**src/rtl/spr_pkg.sv**
```systemverilog
package spr_pkg;

  // Width of the external step counter that the position extends.
  localparam int unsigned CounterBits = 16;
  localparam logic [15:0] CntMask =
    (CounterBits >= 16) ? 16'hFFFF : 16'((32'd1 << CounterBits) - 32'd1);
  localparam logic [32:0] WrapFull = 33'd1 << CounterBits;
  localparam logic [31:0] WrapAmt  = WrapFull[31:0];

  // Timer values while the pulses are paused.
  localparam logic [7:0]  PausePrescaler = 8'd3;
  localparam logic [15:0] PauseReload    = 16'd65535;
  localparam logic [15:0] PauseCompare   = 16'd0;

  // Largest clipped period magnitude.
  localparam logic [24:0] MagLimit = 25'h0FF_FFFF;

  // The reload divide produces one quotient bit per step.
  localparam int unsigned DivSteps = 16;
  localparam int unsigned DivCntW  = $clog2(DivSteps);

  // Configuration register indexes.
  localparam logic [1:0] CfgPeriodMin  = 2'd0;
  localparam logic [1:0] CfgPeriodMax  = 2'd1;
  localparam logic [1:0] CfgPulseWidth = 2'd2;

  typedef enum logic [1:0] {
    OP_SET   = 2'd0,
    OP_READ  = 2'd1,
    OP_CLEAR = 2'd2,
    OP_NONE  = 2'd3
  } op_e;

  typedef enum logic [2:0] {
    BR_DIR,
    BR_SETTLE,
    BR_PAUSE,
    BR_RUN,
    BR_READ,
    BR_CLEAR,
    BR_NONE
  } branch_e;

  typedef enum logic [1:0] {
    S_IDLE,
    S_PREP,
    S_DIV,
    S_COMMIT
  } state_e;

  typedef struct packed {
    logic [24:0] period_min;
    logic [24:0] period_max;
    logic [15:0] pulse_width;
  } cfg_t;

  typedef struct packed {
    logic capture;
    logic prep;
    logic div_step;
    logic commit;
  } cmd_t;

  typedef struct packed {
    logic need_div;
    logic div_last;
    logic out_free;
  } status_t;

endpackage

```
**src/rtl/spr_ctrl.sv**
```systemverilog
module spr_ctrl import spr_pkg::*; (
  input  logic    clk_i,
  input  logic    rst_ni,
  input  logic    in_valid_i,
  output logic    in_ready_o,
  input  status_t status_i,
  output cmd_t    cmd_o
);

  state_e state_q, state_d;

  // Next state.
  always_comb begin
    state_d = state_q;
    unique case (state_q)
      S_IDLE: begin
        if (in_valid_i) state_d = S_PREP;
      end
      S_PREP: begin
        state_d = status_i.need_div ? S_DIV : S_COMMIT;
      end
      S_DIV: begin
        if (status_i.div_last) state_d = S_COMMIT;
      end
      S_COMMIT: begin
        if (status_i.out_free) state_d = S_IDLE;
      end
      default: state_d = S_IDLE;
    endcase
  end

  // Commands to the datapath.
  always_comb begin
    in_ready_o = 1'b0;
    cmd_o      = '0;
    unique case (state_q)
      S_IDLE: begin
        in_ready_o    = 1'b1;
        cmd_o.capture = in_valid_i;
      end
      S_PREP: begin
        cmd_o.prep = 1'b1;
      end
      S_DIV: begin
        cmd_o.div_step = 1'b1;
      end
      S_COMMIT: begin
        cmd_o.commit = status_i.out_free;
      end
      default: begin
        in_ready_o = 1'b0;
      end
    endcase
  end

  always_ff @(posedge clk_i or negedge rst_ni) begin
    if (!rst_ni) begin
      state_q <= S_IDLE;
    end else begin
      state_q <= state_d;
    end
  end

endmodule

```
**src/rtl/spr_dp.sv**
```systemverilog
module spr_dp import spr_pkg::*; (
  input  logic               clk_i,
  input  logic               rst_ni,
  input  cfg_t               cfg_i,
  input  cmd_t               cmd_i,
  output status_t            status_o,
  input  logic [1:0]         operation_i,
  input  logic signed [24:0] period_i,
  input  logic [15:0]        counter_value_i,
  output logic               out_valid_o,
  input  logic               out_ready_i,
  output logic               direction_level_o,
  output logic [7:0]         prescaler_o,
  output logic [15:0]        reload_o,
  output logic [15:0]        compare_o,
  output logic signed [31:0] position_o,
  output logic               clear_counter_o
);

  // Latched word.
  op_e         op_q;
  logic [24:0] mag_in_q;
  logic        fwd_q;
  logic [15:0] cnt_q;

  // Divider.
  logic [23:0]        mag_q;
  logic [8:0]         rem_q, rem_d;
  logic [15:0]        quo_q, quo_d;
  logic [DivCntW-1:0] div_cnt_q;

  // Block state.
  logic [31:0] base_q;
  logic [15:0] last_q;
  logic        paused_q, wait_dir_q, wait_settle_q, dir_q;
  logic [7:0]  presc_q;
  logic [15:0] reload_q, compare_q;

  // Result registers.
  logic        out_valid_q;
  logic [31:0] pos_out_q;
  logic        clr_out_q;

  branch_e     br;
  logic [24:0] lo, hi, m_lo, m_hi;
  logic [23:0] m_clip;
  logic [9:0]  trial;
  logic [31:0] base_ext, pos_ext;

  // Which path the latched word takes through the state.
  always_comb begin
    br = BR_NONE;
    case (op_q)
      OP_SET: begin
        if (wait_dir_q) br = BR_DIR;
        else if (wait_settle_q) br = BR_SETTLE;
        else if (mag_in_q == '0 || dir_q != fwd_q) br = BR_PAUSE;
        else br = BR_RUN;
      end
      OP_READ:  br = BR_READ;
      OP_CLEAR: br = BR_CLEAR;
      default:  br = BR_NONE;
    endcase
  end

  // Clip the magnitude to the bounds, upper bound last, then saturate.
  always_comb begin
    lo     = (cfg_i.period_min == '0) ? '0 : cfg_i.period_min - 25'd1;
    hi     = (cfg_i.period_max == '0) ? '0 : cfg_i.period_max - 25'd1;
    m_lo   = (mag_in_q < lo) ? lo : mag_in_q;
    m_hi   = (m_lo > hi) ? hi : m_lo;
    m_clip = (m_hi > MagLimit) ? MagLimit[23:0] : m_hi[23:0];
  end

  // One restoring divide step: the next dividend bit leaves the top of quo_q.
  always_comb begin
    trial = {rem_q, quo_q[15]} - {1'b0, 9'({1'b0, mag_q[23:16]} + 9'd1)};
    if (!trial[9]) begin
      rem_d = trial[8:0];
      quo_d = {quo_q[14:0], 1'b1};
    end else begin
      rem_d = 9'({rem_q[7:0], quo_q[15]});
      quo_d = {quo_q[14:0], 1'b0};
    end
  end

  // Position extension across a counter wrap.
  always_comb begin
    base_ext = base_q;
    if (cnt_q < last_q) begin
      base_ext = dir_q ? base_q + WrapAmt : base_q - WrapAmt;
    end
    pos_ext = dir_q ? base_ext + {16'd0, cnt_q} : base_ext - {16'd0, cnt_q};
  end

  assign status_o.need_div = (br == BR_RUN);
  assign status_o.div_last = (div_cnt_q == DivCntW'(DivSteps - 1));
  assign status_o.out_free = !out_valid_q || out_ready_i;

  // Word capture and divider registers.
  always_ff @(posedge clk_i) begin
    if (cmd_i.capture) begin
      op_q     <= op_e'(operation_i);
      mag_in_q <= period_i[24] ? 25'(-period_i) : period_i;
      fwd_q    <= !period_i[24];
      cnt_q    <= counter_value_i & CntMask;
    end
    if (cmd_i.prep) begin
      mag_q     <= m_clip;
      rem_q     <= {1'b0, m_clip[23:16]};
      quo_q     <= m_clip[15:0];
      div_cnt_q <= '0;
    end else if (cmd_i.div_step) begin
      rem_q     <= rem_d;
      quo_q     <= quo_d;
      div_cnt_q <= div_cnt_q + DivCntW'(1);
    end
  end

  // Block state and result update.
  always_ff @(posedge clk_i or negedge rst_ni) begin
    if (!rst_ni) begin
      base_q        <= '0;
      last_q        <= '0;
      paused_q      <= 1'b1;
      wait_dir_q    <= 1'b1;
      wait_settle_q <= 1'b0;
      dir_q         <= 1'b0;
      presc_q       <= PausePrescaler;
      reload_q      <= PauseReload;
      compare_q     <= PauseCompare;
      out_valid_q   <= 1'b0;
      pos_out_q     <= '0;
      clr_out_q     <= 1'b0;
    end else if (cmd_i.commit) begin
      out_valid_q <= 1'b1;
      clr_out_q   <= 1'b0;
      pos_out_q   <= base_q;
      case (br)
        BR_DIR: begin
          dir_q         <= fwd_q;
          wait_dir_q    <= 1'b0;
          wait_settle_q <= 1'b1;
        end
        BR_SETTLE: begin
          wait_settle_q <= 1'b0;
        end
        BR_PAUSE: begin
          if (!paused_q) begin
            compare_q <= PauseCompare;
            reload_q  <= PauseReload;
            presc_q   <= PausePrescaler;
            base_q    <= pos_ext;
            last_q    <= '0;
            clr_out_q <= 1'b1;
            pos_out_q <= pos_ext;
          end
          paused_q   <= 1'b1;
          wait_dir_q <= 1'b1;
        end
        BR_RUN: begin
          presc_q   <= mag_q[23:16];
          reload_q  <= quo_q;
          compare_q <= cfg_i.pulse_width;
          paused_q  <= 1'b0;
        end
        BR_READ: begin
          base_q    <= base_ext;
          last_q    <= cnt_q;
          pos_out_q <= pos_ext;
        end
        BR_CLEAR: begin
          last_q        <= '0;
          base_q        <= '0;
          wait_dir_q    <= 1'b0;
          wait_settle_q <= 1'b0;
          clr_out_q     <= 1'b1;
          pos_out_q     <= '0;
        end
        default: begin
          pos_out_q <= base_q;
        end
      endcase
    end else if (out_ready_i) begin
      out_valid_q <= 1'b0;
    end
  end

  assign out_valid_o       = out_valid_q;
  assign direction_level_o = dir_q;
  assign prescaler_o       = presc_q;
  assign reload_o          = reload_q;
  assign compare_o         = compare_q;
  assign position_o        = pos_out_q;
  assign clear_counter_o   = clr_out_q;

  // A word is only committed into a free result slot.
  a_commit_free: assert property (@(posedge clk_i) disable iff (!rst_ni)
    cmd_i.commit |-> (!out_valid_q || out_ready_i))
    else $error("commit while the result slot is occupied");

  // A result only appears after a commit.
  a_valid_src: assert property (@(posedge clk_i) disable iff (!rst_ni)
    $rose(out_valid_q) |-> $past(cmd_i.commit))
    else $error("result valid without a commit");

  // A clear leaves the position at zero and the wait flags low.
  a_clear: assert property (@(posedge clk_i) disable iff (!rst_ni)
    (cmd_i.commit && br == BR_CLEAR) |=>
      (base_q == '0 && !wait_dir_q && !wait_settle_q && clr_out_q))
    else $error("clear did not reset the position");

  // Divider steps never overlap a commit.
  a_div_commit: assert property (@(posedge clk_i) disable iff (!rst_ni)
    cmd_i.div_step |-> !cmd_i.commit && !cmd_i.capture)
    else $error("divide step overlaps another command");

endmodule

```
**src/rtl/step_pulse_rate_and_position_top.sv**
```systemverilog
// Sequence: a read, clear or non-running set word goes from IDLE through PREP to COMMIT,
// where its result is registered; a set word that loads a new period also passes DIV, the
// 16-step bit-serial reload divide, between PREP and COMMIT.
// Flow: one word at a time; the next word is accepted once the previous one is committed
// to the output register, even while that result waits.
// Reset: asynchronous, active low; position 0, pulses paused, timer 3/65535/0.
module step_pulse_rate_and_position_top import spr_pkg::*; (
  input  logic               clk_i,
  input  logic               rst_ni,
  input  logic               cfg_we_i,
  input  logic [1:0]         cfg_index_i,
  input  logic [24:0]        cfg_data_i,
  input  logic               in_valid_i,
  output logic               in_ready_o,
  input  logic [1:0]         operation_i,
  input  logic signed [24:0] period_i,
  input  logic [15:0]        counter_value_i,
  output logic               out_valid_o,
  input  logic               out_ready_i,
  output logic               direction_level_o,
  output logic [7:0]         prescaler_o,
  output logic [15:0]        reload_o,
  output logic [15:0]        compare_o,
  output logic signed [31:0] position_o,
  output logic               clear_counter_o
);

  cfg_t    cfg_q;
  cmd_t    cmd;
  status_t status;

  // Configuration registers; unknown indexes are ignored.
  always_ff @(posedge clk_i or negedge rst_ni) begin
    if (!rst_ni) begin
      cfg_q.period_min  <= 25'd100;
      cfg_q.period_max  <= 25'd16777216;
      cfg_q.pulse_width <= 16'd16;
    end else if (cfg_we_i) begin
      unique case (cfg_index_i)
        CfgPeriodMin:  cfg_q.period_min  <= cfg_data_i;
        CfgPeriodMax:  cfg_q.period_max  <= cfg_data_i;
        CfgPulseWidth: cfg_q.pulse_width <= cfg_data_i[15:0];
        default: ;
      endcase
    end
  end

  spr_ctrl u_ctrl (
    .clk_i      (clk_i),
    .rst_ni     (rst_ni),
    .in_valid_i (in_valid_i),
    .in_ready_o (in_ready_o),
    .status_i   (status),
    .cmd_o      (cmd)
  );

  spr_dp u_dp (
    .clk_i             (clk_i),
    .rst_ni            (rst_ni),
    .cfg_i             (cfg_q),
    .cmd_i             (cmd),
    .status_o          (status),
    .operation_i       (operation_i),
    .period_i          (period_i),
    .counter_value_i   (counter_value_i),
    .out_valid_o       (out_valid_o),
    .out_ready_i       (out_ready_i),
    .direction_level_o (direction_level_o),
    .prescaler_o       (prescaler_o),
    .reload_o          (reload_o),
    .compare_o         (compare_o),
    .position_o        (position_o),
    .clear_counter_o   (clear_counter_o)
  );

endmodule
```
**config.mk**
```make
export PLATFORM = sky130hd
export DESIGN_NAME = step_pulse_rate_and_position_top
export DESIGN_NICKNAME = d
export VERILOG_FILES = /design/src/rtl/spr_pkg.sv /design/src/rtl/spr_ctrl.sv /design/src/rtl/spr_dp.sv /design/src/rtl/step_pulse_rate_and_position_top.sv
export SDC_FILE = /design/constraint.sdc
export NUM_CORES = 1
export LEC_CHECK = 0
export ABC_AREA = 1
export BUFFER_PORTS_ARGS = -buffer_cell sky130_fd_sc_hd__buf_2
export CAP_MARGIN = 20
export CORE_ASPECT_RATIO = 0.5
export CORE_UTILIZATION = 30
export DETAILED_ROUTE_END_ITERATION = 8
export GPL_ROUTABILITY_DRIVEN = 1
export PLACE_DENSITY = 0.44
export SLEW_MARGIN = 20
export SYNTH_ARGS = -nofsm -noshare
export SYNTH_HDL_FRONTEND = slang
export SYNTH_HIERARCHICAL = 1
export SYNTH_SLANG_ARGS = --single-unit
```
**constraint.sdc**
```tcl
create_clock -name clk_i -period 4.66 [get_ports clk_i]
set_input_delay 0.699 -clock clk_i [delete_from_list [all_inputs] [get_ports clk_i]]
set_output_delay 0.699 -clock clk_i [all_outputs]
set_load 0.005 [all_outputs]
```
==> out/results.tsv, run 1 <==
stage	metric	value	unit
placement	buffers added on ports	150	
floorplan	die width	371	um
synthesis	number of synthesis warnings	6	
clock_tree	clock latency on the worst-skew pair	0.61	ns
critical_path	Max FO, Critical Path	9	
route	wirelength, routed	70900	um
synthesis	Primary FF master, synth	dfrtp_1	
synthesis	cell count after synthesis	2856	
route	DR vias	19669	
synthesis	post-synth net total	3067	
global_routing	initial antenna violation count	0	
synthesis	Synth async-reset ratio	70.5	%
layout	Layout area overhead	25.0	%
critical_path	CP max stage cell	dfstp_2	
layout	antenna cells	0	
sta	fin crit share	107	%
clock_tree	H-tree depth	1	
critical_path	Setup crit end kind	flip-flop	
power	power per cell area	659	mW/mm^2
sta	slew at the pin closest to its max-slew limit	0.991	ns
power	Leak	12.7	nW
floorplan	Initial Util	30.5	%
critical_path	critical path data arrival time	5.48	ns
synthesis	Post-synth EDFFs	76	
run	Max-Cap Viols	0	
global_routing	GRT Util Overall	20.1	%
power	clock network fraction of total power	15.0	%
sta	Final Worst Setup Slack	-0.338	ns
global_routing	first-pass GRT wire length	109000	um
synthesis	Mapped Area	0.0205	sq mm
layout	Final Util	38.1	%
clock_tree	clock buffer count from CTS	30	
clock_tree	CTS sink count	275	
worst_hold_path	Hold Crit Class	input port to asynchronous set/reset pin	
route	via/cell ratio	4.81	
sta	Fmax achieved	0.200	GHz
floorplan	core box area	0.0672	sq mm
power	sw power	0.00799	W
route	Wirelength per Cell	17.3	um
synthesis	distinct cell type count after synthesis	61	
sta	Fin Clk Skew	0.0198	ns
route	initial drt markers	1254	
sta	Final Slew Violations	0	
clock_tree	clock buffer depth	3	
critical_path	Worst path max stage delay	0.53	ns
critical_path	crit start category	flip-flop	
global_routing	GRT overflow	0	
route	Pre-antenna DRT Iters	5	
layout	Fill cells	7190	
synthesis	mean post-synth cell area	7.17	sq um
outcome	status	finished with violations	
placement	Placer Congestion	0.887	
floorplan	die height	187	um
sta	final hold viol count	0	
sta	unrepaired setup endpoints after global routing	true	
sta	endpoints failing setup	32	
synthesis	Synth Register Bits	275	
global_routing	largest net degree at the start of global routing	87	
power	Power Total	0.0169	W
placement	dpl hpwl	52700	um
layout	Seq. cell area	0.00727	sq mm
floorplan	die area	0.0694	sq mm
layout	nets	3382	
layout	layout cell share with drive strength beyond 1	22.1	%
critical_path	worst path required time	5.14	ns
clock_tree	CTS tree	done	
floorplan	io pins	151	
power	Worst IR Drop VDD	307	uV
route	DRC	0	
synthesis	Seq/Total Area, Yosys	35.5	%
critical_path	Top cell by count, worst path	buf_4	
sta	minimum clock period	5.00	ns
global_routing	vias in the first global route	18938	
floorplan	num rows	67	
clock_tree	CTS Hold Buffers Added	0	
power	combinational power share	60.7	%
power	switch share	47.4	%
sta	worst slew margin relative to its limit	34.0	%
clock_tree	Root Driver	clkbuf_16	
layout	area of the multi-input gates	0.0123	sq mm
critical_path	Worst Setup Path Type	flip-flop to flip-flop	
clock_tree	Worst-path clk slew	0.07	ns
power	Sequential Power Share	24.3	%
route	DRT antenna net count	0	
power	P_int	0.00887	W
outcome	failing checks	negative setup slack	
-- path summary, 6_finish.rpt --
path	start	end	slack (ns)	cells after the start
max	cfg_q[46]	u_dp/rem_q[0]	-0.34	36
min	rst_ni	u_dp/last_q[14]	0.13	1
max reg2reg	cfg_q[46]	u_dp/rem_q[0]	-0.34	36
min reg2reg	cfg_q[4]	cfg_q[4]	0.46	2
max in group asynchronous	rst_ni	u_dp/position_o[14]	3.54	2
min in group clk_i	counter_value_i[12]	u_dp/cnt_q[12]	0.27	1
-- power by group through the flow --
stage               registers (W)  logic, W  clock network (W)
global route              0.00419    0.0115            0.00271
detailed placement        0.00413   0.00918                  0
global placement          0.00413   0.00911                  0
finish                    0.00409    0.0102            0.00253
CTS                       0.00411   0.00962            0.00262
floorplan                 0.00386   0.00627                  0
-- cell usage after synthesis, types with 10 or more instances --
cell type | number | area (sq um)
a21oi_1 | 104 | 521
a31oi_1 | 15 | 93.8
buf_2 | 37 | 185
buf_4 | 10 | 75.1
buf_6 | 11 | 124
clkbuf_1 | 36 | 135
dfrtp_1 | 169 | 4230
dfstp_2 | 25 | 657
edfxtp_1 | 76 | 2280
ha_1 | 133 | 1660
inv_1 | 253 | 950
nand2_1 | 986 | 3700
nand2_2 | 14 | 87.6
nand2_4 | 12 | 135
nand3_1 | 237 | 1190
nand3b_1 | 16 | 120
nand4_1 | 57 | 357
nor2_1 | 213 | 800
nor2_2 | 10 | 62.6
nor3_1 | 30 | 150
nor4_1 | 10 | 62.6
o211ai_1 | 14 | 105
o21ai_0 | 160 | 801
o21ai_1 | 14 | 70.1
or2_2 | 32 | 200
xnor2_1 | 36 | 315
xor2_1 | 52 | 455
-- cells by family (layout without fill, tap and decap cells) --
family / count (synthesis) / count (layout) / synth area share (%)
XOR/XNOR: 88 / 88 / 3.76
adder cells (fa/ha/maj): 136 / 136 / 8.42
AO/OA/AOI/OAI: 345 / 345 / 9.23
AND/OR/NAND/NOR: 1647 / 1647 / 35.5
buffers and inverters: 365 / 704 / 7.63
flip-flops: 275 / 275 / 35.5
-- layout by cell type, fill, tap and decap left out, drive strengths merged, types with 5 or more instances in the layout --
cell type  instances
nor4              12
nand2           1013
o211ai            14
a21oi            105
nand3            242
clkbuf            49
a21o               7
nand4             58
nor2             233
a21boi             5
a31oi             15
inv              261
clkinv            13
dfrtp            169
or2               32
nand3b            17
xnor2             36
o21bai             5
xor2              52
dfstp             25
dfxtp              5
edfxtp            76
buf              377
nor3              35
o21ai            176
ha               133
-- per-layer routing --
metal / global-route usage, % / vias up / routed length, um
met5: 0 / - / 0
met2: 33.7 / 336 / 33200
met1: 27.7 / 9253 / 33800
met4: 4.57 / 0 / 1540
met3: 2.21 / 83 / 2310
li1: - / 9997 / -
-- layout make-up --
cell class,count,area share (%)
flip-flops and latches,275,28.4
clock inverters,12,0.333
repair inverters,1,0.0293
clock buffers,44,3.69
inverters,265,3.96
repair buffers,382,11.0
well taps,897,4.39
multi-input cells,2216,48.2
-- flip-flops by register name, summed over array words and instances (netlist names), 2 cells and up --
register	flops
u_dp/rem_q	9
u_dp/position_o	32
u_dp/prescaler_o	8
u_dp/div_cnt_q	4
u_dp/cnt_q	16
u_ctrl/state_q	2
u_dp/mag_q	8
u_dp/reload_o	16
u_dp/compare_o	16
u_dp/quo_q	16
u_dp/base_q	32
cfg_q	66
u_dp/last_q	16
u_dp/op_q	2
u_dp/mag_in_q	25
-- critical path, delay by kind of cell, from the launching register on --
kind                       cells  cell delay (ns)
and+or+nand+nor               12             1.23
AOI/OAI and AO/OA              4             0.61
adders and majority gates      1             0.23
DFF                            1             0.53
buffers and inverters         19             2.28
-- through the flow --
stage | worst slack (ns) | hold WS [ns] | setup TNS, ns | instances | area (sq um)
after floorplan | 0.0309 | 0.403 | 0 | 2856 | 20500
after global placement | -0.468 | 0.457 | -12.77 | 3982 | 23200
after detailed placement | -0.480 | 0.456 | -12.99 | 3983 | 23200
after CTS | -0.268 | 0.161 | -7.17 | 4073 | 24900
after global routing | -0.585 | 0.179 | -16.87 | 4092 | 25600
final | -0.338 | 0.133 | -7.31 | 4092 | 25600
-- repair_timing --
action | 4_1_cts | 5_1_grt
pin swaps | 28 | 81
endpoints found under the setup margin | 33 | 48
setup buffers | 30 | 15
cloned | 4 | 6
resized for setup | 76 | 116
(Power assumes the default switching activity.)
==> inputs of run 2 (changes only) <==
--- a/config.mk
+++ b/config.mk
@@ -13,8 +13,10 @@
 export DETAILED_ROUTE_END_ITERATION = 8
 export GPL_ROUTABILITY_DRIVEN = 1
 export PLACE_DENSITY = 0.44
+export RECOVER_POWER = 50
 export SLEW_MARGIN = 20
 export SYNTH_ARGS = -nofsm -noshare
 export SYNTH_HDL_FRONTEND = slang
 export SYNTH_HIERARCHICAL = 1
 export SYNTH_SLANG_ARGS = --single-unit
+export TNS_END_PERCENT = 50
==> run 2 against run 1 <==
  * The run ends with max-capacitance violations, max-slew violations, negative setup slack left
  * Highest routed layer unchanged
  * Hold slack better by 0.14 ns
  * First-iteration DRC count is 3.0% higher
  * Clock power about the same
  * Total power down 0.16%
  * Cell count unchanged
  * Critical endpoint unchanged
  * Clock skew increased by 0.0012 ns
==> out/results.tsv, run 2 (same netlist as run 1, synthesis figures left out) <==
stage	metric	value	unit	change
outcome	status	finished with violations		
outcome	failing checks	max-capacitance violations, max-slew violations, negative setup slack		
clock_tree	Root Driver	clkbuf_16		
sta	Fin Clk Skew	0.0210	ns	+0.00120 ns
sta	Setup TNS	-7.33	ns	-0.0158 ns
layout	design area	0.0255	sq mm	-0.29%
floorplan	io pins	151		unchanged
floorplan	die height	187	um	unchanged
route	via/cell ratio	4.81		about the same
clock_tree	Worst-path clk slew	0.07	ns	about the same
clock_tree	H-tree depth	1		unchanged
critical_path	beginning of the critical path	cfg_q[46]		
placement	Placer Congestion	0.887		unchanged
power	power per cell area	660	mW/mm^2	+0.13%
global_routing	largest net degree at the start of global routing	87		unchanged
worst_hold_path	Hold Crit Start	counter_value_i[12]		
worst_hold_path	Hold Crit Class	input port to flip-flop		
clock_tree	clock buffer count from CTS	30		unchanged
route	Wirelength per Cell	17.3	um	about the same
placement	dpl hpwl	52700	um	unchanged
route	DR vias	19665		-0.020%
critical_path	Top cell by count, worst path	buf_4		
placement	dpl cell area	0.0232	sq mm	unchanged
sta	Fmax achieved	0.200	GHz	about the same
global_routing	GRT overflow	0		unchanged
route	wirelength, routed	70800	um	about the same
sta	slew at the pin closest to its max-slew limit	2.72	ns	+1.73 ns
sta	final hold viol count	0		unchanged
placement	buffers added on ports	150		unchanged
clock_tree	clock latency on the worst-skew pair	0.61	ns	about the same
route	DRC	0		unchanged
floorplan	Initial Util	30.5	%	unchanged
sta	Final Slew Violations	214		+214
layout	max reg flops	66		unchanged
global_routing	initial antenna violation count	0		unchanged
critical_path	crit start category	flip-flop		
critical_path	worst path required time	5.14	ns	about the same
critical_path	critical path data arrival time	5.47	ns	about the same
layout	Most flops, register	cfg_q		
critical_path	launch point of the worst reg-to-reg path	cfg_q[46]		
clock_tree	CTS sink count	275		unchanged
layout	most frequent cells in the layout	nand2_1 (932), inv_1 (244), nand3_1 (215)		
sta	Final Worst Setup Slack	-0.337	ns	+0.00154 ns
sta	minimum clock period	5.00	ns	-0.00154 ns
layout	area of the multi-input gates	0.0123	sq mm	-0.34%
critical_path	family with the most delay on the worst path	buffers and inverters		
floorplan	num rows	67		unchanged
global_routing	vias in the first global route	18940		+0.011%
clock_tree	clock buffer depth	3		unchanged
placement	pre-CTS setup slack	-0.480	ns	unchanged
critical_path	CP max stage cell	dfstp_2		
floorplan	die width	371	um	unchanged
critical_path	buffers and inverters on the worst path	19		unchanged
clock_tree	CTS tree	done		
layout	nets	3382		unchanged
power	Worst IR Drop VDD	307	uV	about the same
clock_tree	CTS Hold Buffers Added	0		unchanged
sta	unrepaired setup endpoints after global routing	true		
run	Max-Cap Viols	3		+3
sta	endpoints failing setup	32		unchanged
power	Leak	12.7	nW	-0.24%
floorplan	core box area	0.0672	sq mm	unchanged
global_routing	first-pass GRT wire length	109000	um	unchanged
sta	worst slew margin relative to its limit	-81.1	%	-120 points
route	Pre-antenna DRT Iters	6		+1
critical_path	Setup crit end kind	flip-flop		
layout	most common cell after layout, fill and taps aside	nand2_1		
route	initial drt markers	1292		+3.0%
layout	Fill cells	7196		+0.083%
critical_path	Max FO, Critical Path	9		unchanged
sta	fin crit share	107	%	about the same
layout	antenna cells	0		unchanged
route	DRT antenna net count	0		unchanged
layout	Seq. cell area	0.00727	sq mm	unchanged
critical_path	Worst path max stage delay	0.53	ns	about the same
floorplan	die area	0.0694	sq mm	unchanged
critical_path	Worst Setup Path Type	flip-flop to flip-flop		
layout	Layout area overhead	24.6	%	
layout	layout cell share with drive strength beyond 1	21.8	%	-0.28 points
global_routing	GRT Util Overall	20.1	%	unchanged
run 2: cell types whose count changed in the layout (fill, tap and decap cells not counted), moves of 2 or more:
cell      previous run  this run
clkbuf_1             1         5
buf_2              149       145
nand3_1            213       215
nand2_1            930       932
nand3_4              6         4
clkbuf_2             0         3
run 2: final cells by class:
type	count	share of cell area, %
sequential	275	28.5
clock inverter	12	0.333
clock buffer	44	3.70
timing repair inverter	1	0.0294
timing repair buffer	382	10.9
multi-input combinational	2216	48.1
inverter	265	3.97
tap	897	4.40
run 2: path summary, 6_finish.rpt:
kind / endpoint / slack [ns] / cells past startpoint
min: u_dp/cnt_q[12] / 0.27 / 1
min in group asynchronous: u_dp/last_q[14] / 0.92 / 1
max in group asynchronous: cfg_q[17] / 0.70 / 2
max: u_dp/rem_q[0] / -0.34 / 36
max reg2reg: u_dp/rem_q[0] / -0.34 / 36
min reg2reg: cfg_q[4] / 0.46 / 2
run 2: where the power goes:
part,switching [W],leakage [nW],internal [W]
logic,0.00618,8.97,0.00404
registers,0.000677,3.21,0.00341
clock network,0.00112,0.511,0.00141
run 2: through the flow:
| step | cells | power, W | util (%) | hold WS [ns] |
|---|---|---|---|---|
| 2_1_floorplan | 2856 | 0.0101 | - | 0.403 |
| 3_3_place_gp | 3982 | 0.0132 | 34.5 | 0.457 |
| 3_5_place_dp | 3983 | 0.0133 | 34.6 | 0.456 |
| 4_1_cts | 4073 | 0.0164 | 37.0 | 0.161 |
| 5_1_grt | 4092 | 0.0184 | 37.9 | 0.233 |
| 6_report | 4092 | 0.0168 | 37.9 | 0.269 |
run 2: routing by layer:
layer / part of all wire [%] / vias to the layer above / routed length, um / track usage (%)
met2: 47 / 330 / 33200 / 33.7
met3: 3.5 / 85 / 2460 / 2.21
li1: - / 9987 / - / -
met1: 47 / 9263 / 33600 / 27.7
met5: 0 / - / 0 / 0
met4: 2.2 / 0 / 1520 / 4.57
run 2: what timing repair did:
action | 4_1_cts | 5_1_grt
gates cloned | 4 | 6
resized for setup | 76 | 113
buffers inserted | 30 | 15
endpoints found under the setup margin | 33 | 48
pin swaps | 28 | 80
